==> config.mk <==
export PLATFORM = sky130hd
export DESIGN_NAME = multi_lane_led_pulse_serializer_top
export DESIGN_NICKNAME = d
export VERILOG_FILES = /design/src/rtl/mlps_pkg.sv /design/src/rtl/multi_lane_led_pulse_serializer_top.sv /design/src/rtl/mlps_lane.sv /design/src/rtl/mlps_ctrl.sv
export SDC_FILE = /design/constraint.sdc
export NUM_CORES = 1
export LEC_CHECK = 0
export BUFFER_PORTS_ARGS = -buffer_cell sky130_fd_sc_hd__buf_2
export CAP_MARGIN = 20
export CELL_PAD_IN_SITES_DETAIL_PLACEMENT = 1
export CELL_PAD_IN_SITES_GLOBAL_PLACEMENT = 2
export CORE_MARGIN = 5
export CORE_UTILIZATION = 29
export DETAILED_ROUTE_END_ITERATION = 10
export HOLD_SLACK_MARGIN = 0.06
export PLACE_DENSITY = 0.76
export SKIP_CTS_REPAIR_TIMING = 1
export SLEW_MARGIN = 20
export SYNTH_ARGS = -nofsm -noshare
export SYNTH_HDL_FRONTEND = slang
export SYNTH_SLANG_ARGS = --single-unit
==> constraint.sdc <==
create_clock -name i_clk -period 3.41 [get_ports i_clk]
set_input_delay 0 -clock i_clk [delete_from_list [all_inputs] [get_ports i_clk]]
set_output_delay 0 -clock i_clk [all_outputs]
set_load 0.01 [all_outputs]
==> src/rtl/mlps_pkg.sv <==
// Shared types, constants and register codes for the multi-lane LED pulse serializer.
package mlps_pkg;

    // Lane count default and fixed byte lanes carried by one word
    localparam int LANES_DEF   = 8;
    localparam int BYTE_LANES  = 8;

    // Slave word layout (tdata), lowest bit first
    localparam int RED_LSB     = 0;
    localparam int GREEN_LSB   = 64;
    localparam int BLUE_LSB    = 128;
    localparam int WHITE_LSB   = 192;
    localparam int PRES_LSB    = 256;
    localparam int S_TDATA_W   = 264;
    localparam int S_TUSER_W   = 2;

    // Master word layout: pins, busy, rejected, zero pad
    localparam int M_TDATA_W   = 16;

    // Configuration port
    localparam int CFG_IDX_W   = 3;
    localparam int CFG_DATA_W  = 16;

    typedef enum logic [CFG_IDX_W-1:0] {
        REG_LANE_COUNT   = 3'd0,
        REG_FOUR_CHANNEL = 3'd1,
        REG_INVERT       = 3'd2,
        REG_LEAD_SLOTS   = 3'd3,
        REG_DATA_SLOTS   = 3'd4,
        REG_TAIL_SLOTS   = 3'd5,
        REG_RESET_SLOTS  = 3'd6
    } t_reg_idx;

    // Reset values of the configuration registers
    localparam logic [3:0]  RST_LANE_COUNT  = 4'd1;
    localparam logic [7:0]  RST_LEAD_SLOTS  = 8'd3;
    localparam logic [7:0]  RST_DATA_SLOTS  = 8'd9;
    localparam logic [7:0]  RST_TAIL_SLOTS  = 8'd4;
    localparam logic [15:0] RST_RESET_SLOTS = 16'd1000;

    // Bits sent per pixel
    localparam logic [5:0]  BITS_RGB  = 6'd24;
    localparam logic [5:0]  BITS_RGBW = 6'd32;

    // Word kinds (tuser)
    typedef enum logic [1:0] {
        MODE_TICK  = 2'd0,
        MODE_LOAD  = 2'd1,
        MODE_START = 2'd2
    } t_mode;

    // Sequencer phases
    typedef enum logic [4:0] {
        PH_IDLE = 5'b00001,
        PH_GAP  = 5'b00010,
        PH_LEAD = 5'b00100,
        PH_DATA = 5'b01000,
        PH_TAIL = 5'b10000
    } t_phase;

    // Timing configuration seen by the sequencer
    typedef struct packed {
        logic        four_channel;
        logic [7:0]  lead_slots;
        logic [7:0]  data_slots;
        logic [7:0]  tail_slots;
        logic [15:0] reset_slots;
    } t_cfg;

    // Per-word commands from the sequencer to the lanes and pin merge
    typedef struct packed {
        logic load;
        logic shift;
        logic drive_all;
        logic drive_data;
        logic rejected;
        logic busy;
    } t_ctrl;

endpackage

==> src/rtl/multi_lane_led_pulse_serializer_top.sv <==
// Top level: config registers, lanes, pin merge and output skid buffer.
// A result word is registered in the head, or in the skid register if the head is full.
// Throughput: one word per cycle while the skid register is empty; the two-entry buffer
// keeps s_axis_tready high while one result waits and drops it while two results wait.
// Reset (i_rst_n low, synchronous): sequencer idle, lanes cleared, output buffer
// empty, configuration back to lane_count 1, RGB, not inverted, slots 3/9/4/1000.
module multi_lane_led_pulse_serializer_top #(
    parameter int LANES = mlps_pkg::LANES_DEF
) (
    input  logic                              i_clk,
    input  logic                              i_rst_n,
    // Slave stream
    input  logic                              s_axis_tvalid,
    output logic                              s_axis_tready,
    // tdata: red_bytes, green_bytes, blue_bytes, white_bytes, lane_present
    input  logic [mlps_pkg::S_TDATA_W-1:0]    s_axis_tdata,
    // tuser: mode
    input  logic [mlps_pkg::S_TUSER_W-1:0]    s_axis_tuser,
    // Master stream
    output logic                              m_axis_tvalid,
    input  logic                              m_axis_tready,
    // tdata: lane_pins, busy_res, load_rejected, zero pad
    output logic [mlps_pkg::M_TDATA_W-1:0]    m_axis_tdata,
    // Configuration write port
    input  logic                              i_cfg_we,
    input  logic [mlps_pkg::CFG_IDX_W-1:0]    i_cfg_idx,
    input  logic [mlps_pkg::CFG_DATA_W-1:0]   i_cfg_data
);

    localparam int BYTE_LANES = (LANES < mlps_pkg::BYTE_LANES) ? LANES
                                                                : mlps_pkg::BYTE_LANES;
    localparam logic [3:0] BYTE_LANES_W = 4'(BYTE_LANES);

    // Configuration registers
    logic [3:0]  r_lane_count;
    logic        r_four_ch;
    logic        r_invert;
    logic [7:0]  r_lead, r_data, r_tail;
    logic [15:0] r_reset_slots;

    always_ff @(posedge i_clk) begin
        if (!i_rst_n) begin
            r_lane_count  <= mlps_pkg::RST_LANE_COUNT;
            r_four_ch     <= 1'b0;
            r_invert      <= 1'b0;
            r_lead        <= mlps_pkg::RST_LEAD_SLOTS;
            r_data        <= mlps_pkg::RST_DATA_SLOTS;
            r_tail        <= mlps_pkg::RST_TAIL_SLOTS;
            r_reset_slots <= mlps_pkg::RST_RESET_SLOTS;
        end else if (i_cfg_we) begin
            case (mlps_pkg::t_reg_idx'(i_cfg_idx))
                mlps_pkg::REG_LANE_COUNT:   r_lane_count  <= i_cfg_data[3:0];
                mlps_pkg::REG_FOUR_CHANNEL: r_four_ch     <= i_cfg_data[0];
                mlps_pkg::REG_INVERT:       r_invert      <= i_cfg_data[0];
                mlps_pkg::REG_LEAD_SLOTS:   r_lead        <= i_cfg_data[7:0];
                mlps_pkg::REG_DATA_SLOTS:   r_data        <= i_cfg_data[7:0];
                mlps_pkg::REG_TAIL_SLOTS:   r_tail        <= i_cfg_data[7:0];
                mlps_pkg::REG_RESET_SLOTS:  r_reset_slots <= i_cfg_data;
                default: begin
                end
            endcase
        end
    end

    // Handshake and sequencer
    logic             r_ov, r_sv;
    logic [9:0]       r_od, r_sd;
    logic             w_accept, w_pop;
    mlps_pkg::t_cfg   w_cfg;
    mlps_pkg::t_ctrl  w_ctrl;

    assign s_axis_tready = !r_sv;
    assign w_accept      = s_axis_tvalid && s_axis_tready;
    assign w_pop         = r_ov && m_axis_tready;

    assign w_cfg.four_channel = r_four_ch;
    assign w_cfg.lead_slots   = r_lead;
    assign w_cfg.data_slots   = r_data;
    assign w_cfg.tail_slots   = r_tail;
    assign w_cfg.reset_slots  = r_reset_slots;

    mlps_ctrl u_ctrl (
        .i_clk    (i_clk),
        .i_rst_n  (i_rst_n),
        .i_accept (w_accept),
        .i_mode   (mlps_pkg::t_mode'(s_axis_tuser)),
        .i_cfg    (w_cfg),
        .o_ctrl   (w_ctrl)
    );

    // Lanes; only the first eight carry bytes, the rest load zero
    logic [LANES-1:0] w_lane_bit;

    for (genvar k = 0; k < LANES; k++) begin : g_lane
        logic [7:0] w_g, w_r, w_b, w_w;
        logic       w_p;
        if (k < mlps_pkg::BYTE_LANES) begin : g_byte
            assign w_r = s_axis_tdata[mlps_pkg::RED_LSB   + 8*k +: 8];
            assign w_g = s_axis_tdata[mlps_pkg::GREEN_LSB + 8*k +: 8];
            assign w_b = s_axis_tdata[mlps_pkg::BLUE_LSB  + 8*k +: 8];
            assign w_w = s_axis_tdata[mlps_pkg::WHITE_LSB + 8*k +: 8];
            assign w_p = s_axis_tdata[mlps_pkg::PRES_LSB  + k];
        end else begin : g_zero
            assign w_r = 8'd0;
            assign w_g = 8'd0;
            assign w_b = 8'd0;
            assign w_w = 8'd0;
            assign w_p = 1'b0;
        end
        mlps_lane u_lane (
            .i_clk     (i_clk),
            .i_rst_n   (i_rst_n),
            .i_load    (w_ctrl.load),
            .i_shift   (w_ctrl.shift),
            .i_four_ch (r_four_ch),
            .i_green   (w_g),
            .i_red     (w_r),
            .i_blue    (w_b),
            .i_white   (w_w),
            .i_present (w_p),
            .o_bit     (w_lane_bit[k])
        );
    end

    // Merge: data-active bits of the byte lanes
    logic [7:0] w_data_act;

    for (genvar k = 0; k < 8; k++) begin : g_merge
        if (k < LANES) begin : g_on
            assign w_data_act[k] = w_lane_bit[k];
        end else begin : g_off
            assign w_data_act[k] = 1'b0;
        end
    end

    // Enabled lanes and pin levels
    logic [3:0] w_n_lanes;
    logic [7:0] w_en, w_act, w_pins;
    logic [9:0] w_result;

    assign w_n_lanes = (r_lane_count > BYTE_LANES_W) ? BYTE_LANES_W : r_lane_count;

    always_comb begin
        for (int k = 0; k < 8; k++) begin
            w_en[k] = 4'(k) < w_n_lanes;
        end
    end

    assign w_act    = (w_ctrl.drive_all ? 8'hFF : (w_ctrl.drive_data ? w_data_act : 8'd0))
                      & w_en;
    assign w_pins   = r_invert ? (w_en & ~w_act) : w_act;
    assign w_result = {w_ctrl.rejected, w_ctrl.busy, w_pins};

    // Two-entry output buffer: head register and skid register
    always_ff @(posedge i_clk) begin
        if (!i_rst_n) begin
            r_ov <= 1'b0;
            r_sv <= 1'b0;
        end else if (w_pop) begin
            if (r_sv) begin
                r_sv <= 1'b0;
            end else if (!w_accept) begin
                r_ov <= 1'b0;
            end
        end else if (w_accept) begin
            if (r_ov) r_sv <= 1'b1;
            else      r_ov <= 1'b1;
        end
    end

    always_ff @(posedge i_clk) begin
        if (w_pop) begin
            if (r_sv)          r_od <= r_sd;
            else if (w_accept) r_od <= w_result;
        end else if (w_accept) begin
            if (r_ov) r_sd <= w_result;
            else      r_od <= w_result;
        end
    end

    assign m_axis_tvalid = r_ov;
    assign m_axis_tdata  = {{(mlps_pkg::M_TDATA_W - 10){1'b0}}, r_od};

    // Checks
    a_skid_needs_head: assert property (@(posedge i_clk) disable iff (!i_rst_n)
        r_sv |-> r_ov) else $error("skid word held with empty head");

    a_accept_fills: assert property (@(posedge i_clk) disable iff (!i_rst_n)
        w_accept |=> r_ov) else $error("accepted word produced no result");

    a_load_shift_excl: assert property (@(posedge i_clk) disable iff (!i_rst_n)
        !(w_ctrl.load && w_ctrl.shift)) else $error("load and shift together");

    a_drive_excl: assert property (@(posedge i_clk) disable iff (!i_rst_n)
        !(w_ctrl.drive_all && w_ctrl.drive_data)) else $error("two drive sources");

endmodule

==> src/rtl/mlps_lane.sv <==
// One lane: 32-bit pixel shift register and present flag.
module mlps_lane (
    input  logic       i_clk,
    input  logic       i_rst_n,
    input  logic       i_load,
    input  logic       i_shift,
    input  logic       i_four_ch,
    input  logic [7:0] i_green,
    input  logic [7:0] i_red,
    input  logic [7:0] i_blue,
    input  logic [7:0] i_white,
    input  logic       i_present,
    output logic       o_bit
);

    logic [31:0] r_shift;
    logic        r_present;

    // Load GRB(W), msb first out; shift after each bit's tail
    always_ff @(posedge i_clk) begin
        if (!i_rst_n) begin
            r_shift   <= '0;
            r_present <= 1'b0;
        end else if (i_load) begin
            r_shift   <= {i_green, i_red, i_blue, (i_four_ch ? i_white : 8'd0)};
            r_present <= i_present;
        end else if (i_shift) begin
            r_shift   <= {r_shift[30:0], 1'b0};
        end
    end

    assign o_bit = r_present & r_shift[31];

endmodule

==> src/rtl/mlps_ctrl.sv <==
// Bit timing sequencer: phase, slot counter and bits remaining.
module mlps_ctrl (
    input  logic                 i_clk,
    input  logic                 i_rst_n,
    input  logic                 i_accept,
    input  mlps_pkg::t_mode      i_mode,
    input  mlps_pkg::t_cfg       i_cfg,
    output mlps_pkg::t_ctrl      o_ctrl
);

    mlps_pkg::t_phase r_phase, n_phase;
    logic [15:0]      r_cnt, n_cnt;
    logic [5:0]       r_bits, n_bits;

    logic [15:0] w_len;
    logic [16:0] w_cnt_inc;
    logic        w_done;
    logic [5:0]  w_bits_dec;
    logic        w_busy;

    // Length of the current phase; zero acts as one through the >= test
    always_comb begin
        case (r_phase)
            mlps_pkg::PH_GAP:  w_len = i_cfg.reset_slots;
            mlps_pkg::PH_LEAD: w_len = {8'd0, i_cfg.lead_slots};
            mlps_pkg::PH_DATA: w_len = {8'd0, i_cfg.data_slots};
            mlps_pkg::PH_TAIL: w_len = {8'd0, i_cfg.tail_slots};
            default:           w_len = 16'd0;
        endcase
    end

    assign w_cnt_inc  = {1'b0, r_cnt} + 17'd1;
    assign w_done     = w_cnt_inc >= {1'b0, w_len};
    assign w_bits_dec = (r_bits != 6'd0) ? r_bits - 6'd1 : 6'd0;
    assign w_busy     = r_phase != mlps_pkg::PH_IDLE;

    // Next state and commands for the accepted word
    always_comb begin
        n_phase = r_phase;
        n_cnt   = r_cnt;
        n_bits  = r_bits;
        o_ctrl  = '0;
        if (i_accept) begin
            case (i_mode)
                mlps_pkg::MODE_TICK: begin
                    if (w_busy) begin
                        n_cnt = w_done ? 16'd0 : w_cnt_inc[15:0];
                    end
                    case (r_phase)
                        mlps_pkg::PH_GAP: begin
                            if (w_done) n_phase = mlps_pkg::PH_IDLE;
                        end
                        mlps_pkg::PH_LEAD: begin
                            o_ctrl.drive_all = 1'b1;
                            if (w_done) n_phase = mlps_pkg::PH_DATA;
                        end
                        mlps_pkg::PH_DATA: begin
                            o_ctrl.drive_data = 1'b1;
                            if (w_done) n_phase = mlps_pkg::PH_TAIL;
                        end
                        mlps_pkg::PH_TAIL: begin
                            if (w_done) begin
                                o_ctrl.shift = 1'b1;
                                n_bits  = w_bits_dec;
                                n_phase = (w_bits_dec != 6'd0) ? mlps_pkg::PH_LEAD
                                                               : mlps_pkg::PH_IDLE;
                            end
                        end
                        default: begin
                        end
                    endcase
                end
                mlps_pkg::MODE_LOAD: begin
                    if (w_busy) begin
                        o_ctrl.rejected = 1'b1;
                    end else begin
                        o_ctrl.load = 1'b1;
                        n_bits  = i_cfg.four_channel ? mlps_pkg::BITS_RGBW
                                                     : mlps_pkg::BITS_RGB;
                        n_cnt   = 16'd0;
                        n_phase = mlps_pkg::PH_LEAD;
                    end
                end
                mlps_pkg::MODE_START: begin
                    if (w_busy) begin
                        o_ctrl.rejected = 1'b1;
                    end else begin
                        n_cnt   = 16'd0;
                        n_phase = mlps_pkg::PH_GAP;
                    end
                end
                default: begin
                end
            endcase
        end
        o_ctrl.busy = n_phase != mlps_pkg::PH_IDLE;
    end

    always_ff @(posedge i_clk) begin
        if (!i_rst_n) begin
            r_phase <= mlps_pkg::PH_IDLE;
            r_cnt   <= '0;
            r_bits  <= '0;
        end else begin
            r_phase <= n_phase;
            r_cnt   <= n_cnt;
            r_bits  <= n_bits;
        end
    end

endmodule

==> flow_summary.json <==
{
  "rsz0062_at_grt": "true",
  "nets": 2978,
  "worst-path-buf-inv": 0,
  "critPathTopFamily": "simple AND/OR/NAND/NOR gates",
  "synth_warnings": 0,
  "grt_overflow": 0,
  "postLayoutCellArea_sq_um": 24300,
  "grt_use_total_pct": 17.8,
  "drive_gt1_share_pct": 23.5,
  "dpl.cell_count": 2996,
  "period_minus_slack_ns": 3.57,
  "p_sw_mw": 2.66,
  "grt_max_degree": 177,
  "finClkSkew_ns": 0.0159,
  "critPathMaxStageDelay_ns": 0.35,
  "ys_seq_elements": 359,
  "synthCells": 2061,
  "hold_class": "primary input to register",
  "wire_per_inst_um": 18.9,
  "clk-insertion-delay-late_ns": 0.57,
  "ctsRootBufferMaster": "clkbuf_16",
  "start_util_pct": 29.1,
  "slowest_stage": "dfxtp_2",
  "antenna_found_initial": 8,
  "htreeDepth": 2,
  "die_x_um": 244,
  "dpl_cell_area_sq_um": 18800,
  "cp.arrival_ns": 3.87,
  "clock_path_buffers": 3,
  "area_growth_pct": 52.5,
  "num_vias": 17500,
  "clockPowerShare_pct": 45.6,
  "path_cells": "ha_1, nand4_1, nor4_4, nand2_1, xnor2_2, ha_1, nand4_1, nor2_1, o31ai_1, nand3_2, or2_4, a31oi_1, and4_4, a41oi_2",
  "core_area_sq_um": 54800,
  "failed_checks": "setup timing",
  "fill_cells": 6418,
  "timing.fmax_mhz": 280,
  "cts_tree": "yes",
  "setup_ws_ns": -0.162,
  "netlist-cell-type-count": 52,
  "cts_sinks": 359,
  "wirelength_um": 64400,
  "io_pins": 308,
  "post-dp-hpwl_um": 39200,
  "status": "finished with violations",
  "hold_start": "s_axis_tuser[1]",
  "switching_share_pct": 25.0,
  "maxCapViolCount": 0,
  "cp-startpoint": "u_ctrl.r_cnt[1]",
  "drt_pass1_iterations": 4,
  "p_seq_share_pct": 43.0,
  "power_mw": 10.6,
  "start_kind": "register",
  "rrSetupSlack_ns": -0.16,
  "peakVddDrop_v": 0.000313,
  "crit_required_ns": 3.71,
  "synth-async-reset-ratio_pct": 0,
  "slew_viol_final": 0,
  "timing.slew.headroom_pct": 32.4,
  "synth_edf_count": 20,
  "synth-main-ff-cell": "dfxtp_1",
  "hold_slack_ns": 0.170,
  "chipHeight_um": 244,
  "place_congestion": 0.834,
  "syn-cell-area_sq_um": 15900,
  "hold_viol_final": 0,
  "leakage_nw": 9.24,
  "port_buffers": 301,
  "setup_viol": 242,
  "crit_fanout": 6,
  "rr_startpoint": "u_ctrl.r_cnt[1]",
  "worst_pin_slew_ns": 1.01,
  "p_int_mw": 7.97,
  "grt_first_pass_wirelength_um": 87700,
  "rows": 86,
  "drc": 0,
  "final.setup.tns_ns": -12.66,
  "cp-end-kind": "register",
  "critPathKind": "register to register",
  "die_area_sq_um": 59700,
  "grt_pass1_vias": 16100,
  "fin_crit_sh_pct": 105,
  "first_iter_violations": 826,
  "comb_power_share_pct": 11.3,
  "routed_via_density": 5.13,
  "avgSynthCellArea_sq_um": 7.73,
  "final_cells": 3412,
  "p_per_area_nw_per_um2": 437,
  "yosysSeqAreaShare_pct": 46.4,
  "path_clk_slew_ns": 0.06,
  "ant_nets": 0,
  "cts_buffers": 45
}
worst paths after layout:
kind,depth (start not counted),endpoint
hold / removal,5,u_ctrl.r_phase[4]
setup reg to reg,14,r_od[8]
setup / recovery,14,r_od[8]
hold reg to reg,2,g_lane[2].u_lane.r_present
metal layers:
metal	up-vias	part of all wire [%]	GRT usage, %
met3	103	3.9	3.96
met4	0	2.4	5.48
met5	-	0	0
met2	314	50	29.7
li1	8467	-	-
met1	8626	44	23.2
placed cells by master, fill, tap and decap left out, types with 7 or more instances in the layout:
| master | instances |
|---|---|
| nand3_1 | 35 |
| mux2i_1 | 9 |
| dlygate4sd3_1 | 292 |
| clkbuf_8 | 10 |
| o21ai_0 | 207 |
| dfxtp_2 | 9 |
| inv_1 | 13 |
| a21oi_1 | 121 |
| nand2b_1 | 8 |
| buf_4 | 86 |
| xnor2_1 | 7 |
| xor2_1 | 10 |
| nand2_1 | 608 |
| buf_6 | 8 |
| clkbuf_16 | 56 |
| edfxtp_1 | 20 |
| nor3_1 | 12 |
| buf_2 | 300 |
| nand2_2 | 22 |
| a311oi_1 | 20 |
| clkinv_2 | 8 |
| clkbuf_1 | 9 |
| a31oi_1 | 200 |
| a22oi_1 | 13 |
| nand4_1 | 8 |
| buf_12 | 31 |
| nor2_1 | 54 |
| a311oi_2 | 36 |
| a22o_1 | 8 |
| ha_1 | 22 |
| dfxtp_1 | 330 |
| diode_2 | 10 |
kinds of logic after synthesis:
kind of cell             Yosys count  share of synthesized area [%]
AND/OR/NAND/NOR                  800                           20.2
multiplexers                      11                          0.707
XOR/XNOR                          23                           1.26
flip-flops                       359                           46.4
AO/OA/AOI/OAI                    647                           24.4
buffers and inverters            197                           5.25
other                              1                         0.0235
adder cells (fa/ha/maj)           23                           1.81
metrics by stage:
step	worst slack (ns)	util (%)
6_report	-0.162	44.4
5_1_grt	-0.371	44.4
4_1_cts	-0.322	37.1
3_5_place_dp	-0.297	34.3
3_3_place_gp	-0.179	34.3
2_1_floorplan	0.00355	-
cell type report:
type                       instances  area (sq um)  area share [%]
sequential                       359          7400            30.4
timing repair buffer             734          6170            25.4
clock buffer                      65          1320            5.44
antenna                           10          25.0           0.103
multi-input combinational       1511          8280            34.1
clock inverter                    15           165           0.680
tap                              704           881            3.63
inverter                          14          55.1           0.227
cells in the mapped netlist (7+ instances only):
| master | count | area [sq um] |
|---|---|---|
| a21oi_1 | 126 | 631 |
| a221oi_1 | 7 | 61.3 |
| a22o_1 | 8 | 70.1 |
| a22oi_1 | 14 | 105 |
| a311oi_1 | 56 | 490 |
| a31oi_1 | 201 | 1260 |
| buf_2 | 23 | 115 |
| buf_4 | 10 | 75.1 |
| clkbuf_1 | 144 | 541 |
| dfxtp_1 | 339 | 6790 |
| edfxtp_1 | 20 | 601 |
| ha_1 | 23 | 288 |
| inv_1 | 13 | 48.8 |
| mux2i_1 | 9 | 90.1 |
| nand2_1 | 636 | 2390 |
| nand2b_1 | 8 | 50.1 |
| nand3_1 | 40 | 200 |
| nand4_1 | 8 | 50.1 |
| nor2_1 | 57 | 214 |
| nor3_1 | 14 | 70.1 |
| o21ai_0 | 208 | 1040 |
| o31ai_1 | 7 | 52.6 |
| xnor2_1 | 13 | 114 |
| xor2_1 | 10 | 87.6 |
worst register-to-register path, delay by kind of cell (launching register included):
family	cells	cell delay, ns
AO/OA/AOI/OAI	3	0.65
flip-flops	1	0.35
AND/OR/NAND/NOR	8	1.66
adder cells (fa/ha/maj)	2	0.48
XOR/XNOR	1	0.17
power by group through the flow:
stage,sequential [mW],combinational [mW],clock (mW)
final,4.57,1.21,4.85
after global routing,4.59,1.32,5.16
after CTS,4.56,0.877,4.98
after detailed placement,4.65,0.873,0
after global placement,4.64,0.847,0
after floorplan,4.62,0.481,0
flip-flops by register name (all words and copies together), names as in the netlist, 5 cells and up:
name,count
r_od,10
r_tail,8
g_lane.u_lane.r_shift,256
u_ctrl.r_cnt,16
r_lead,8
g_lane.u_lane.r_present,8
r_reset_slots,16
u_ctrl.r_bits,6
r_data,8
r_sd,10
u_ctrl.r_phase,5
(Power assumes the default switching activity.)
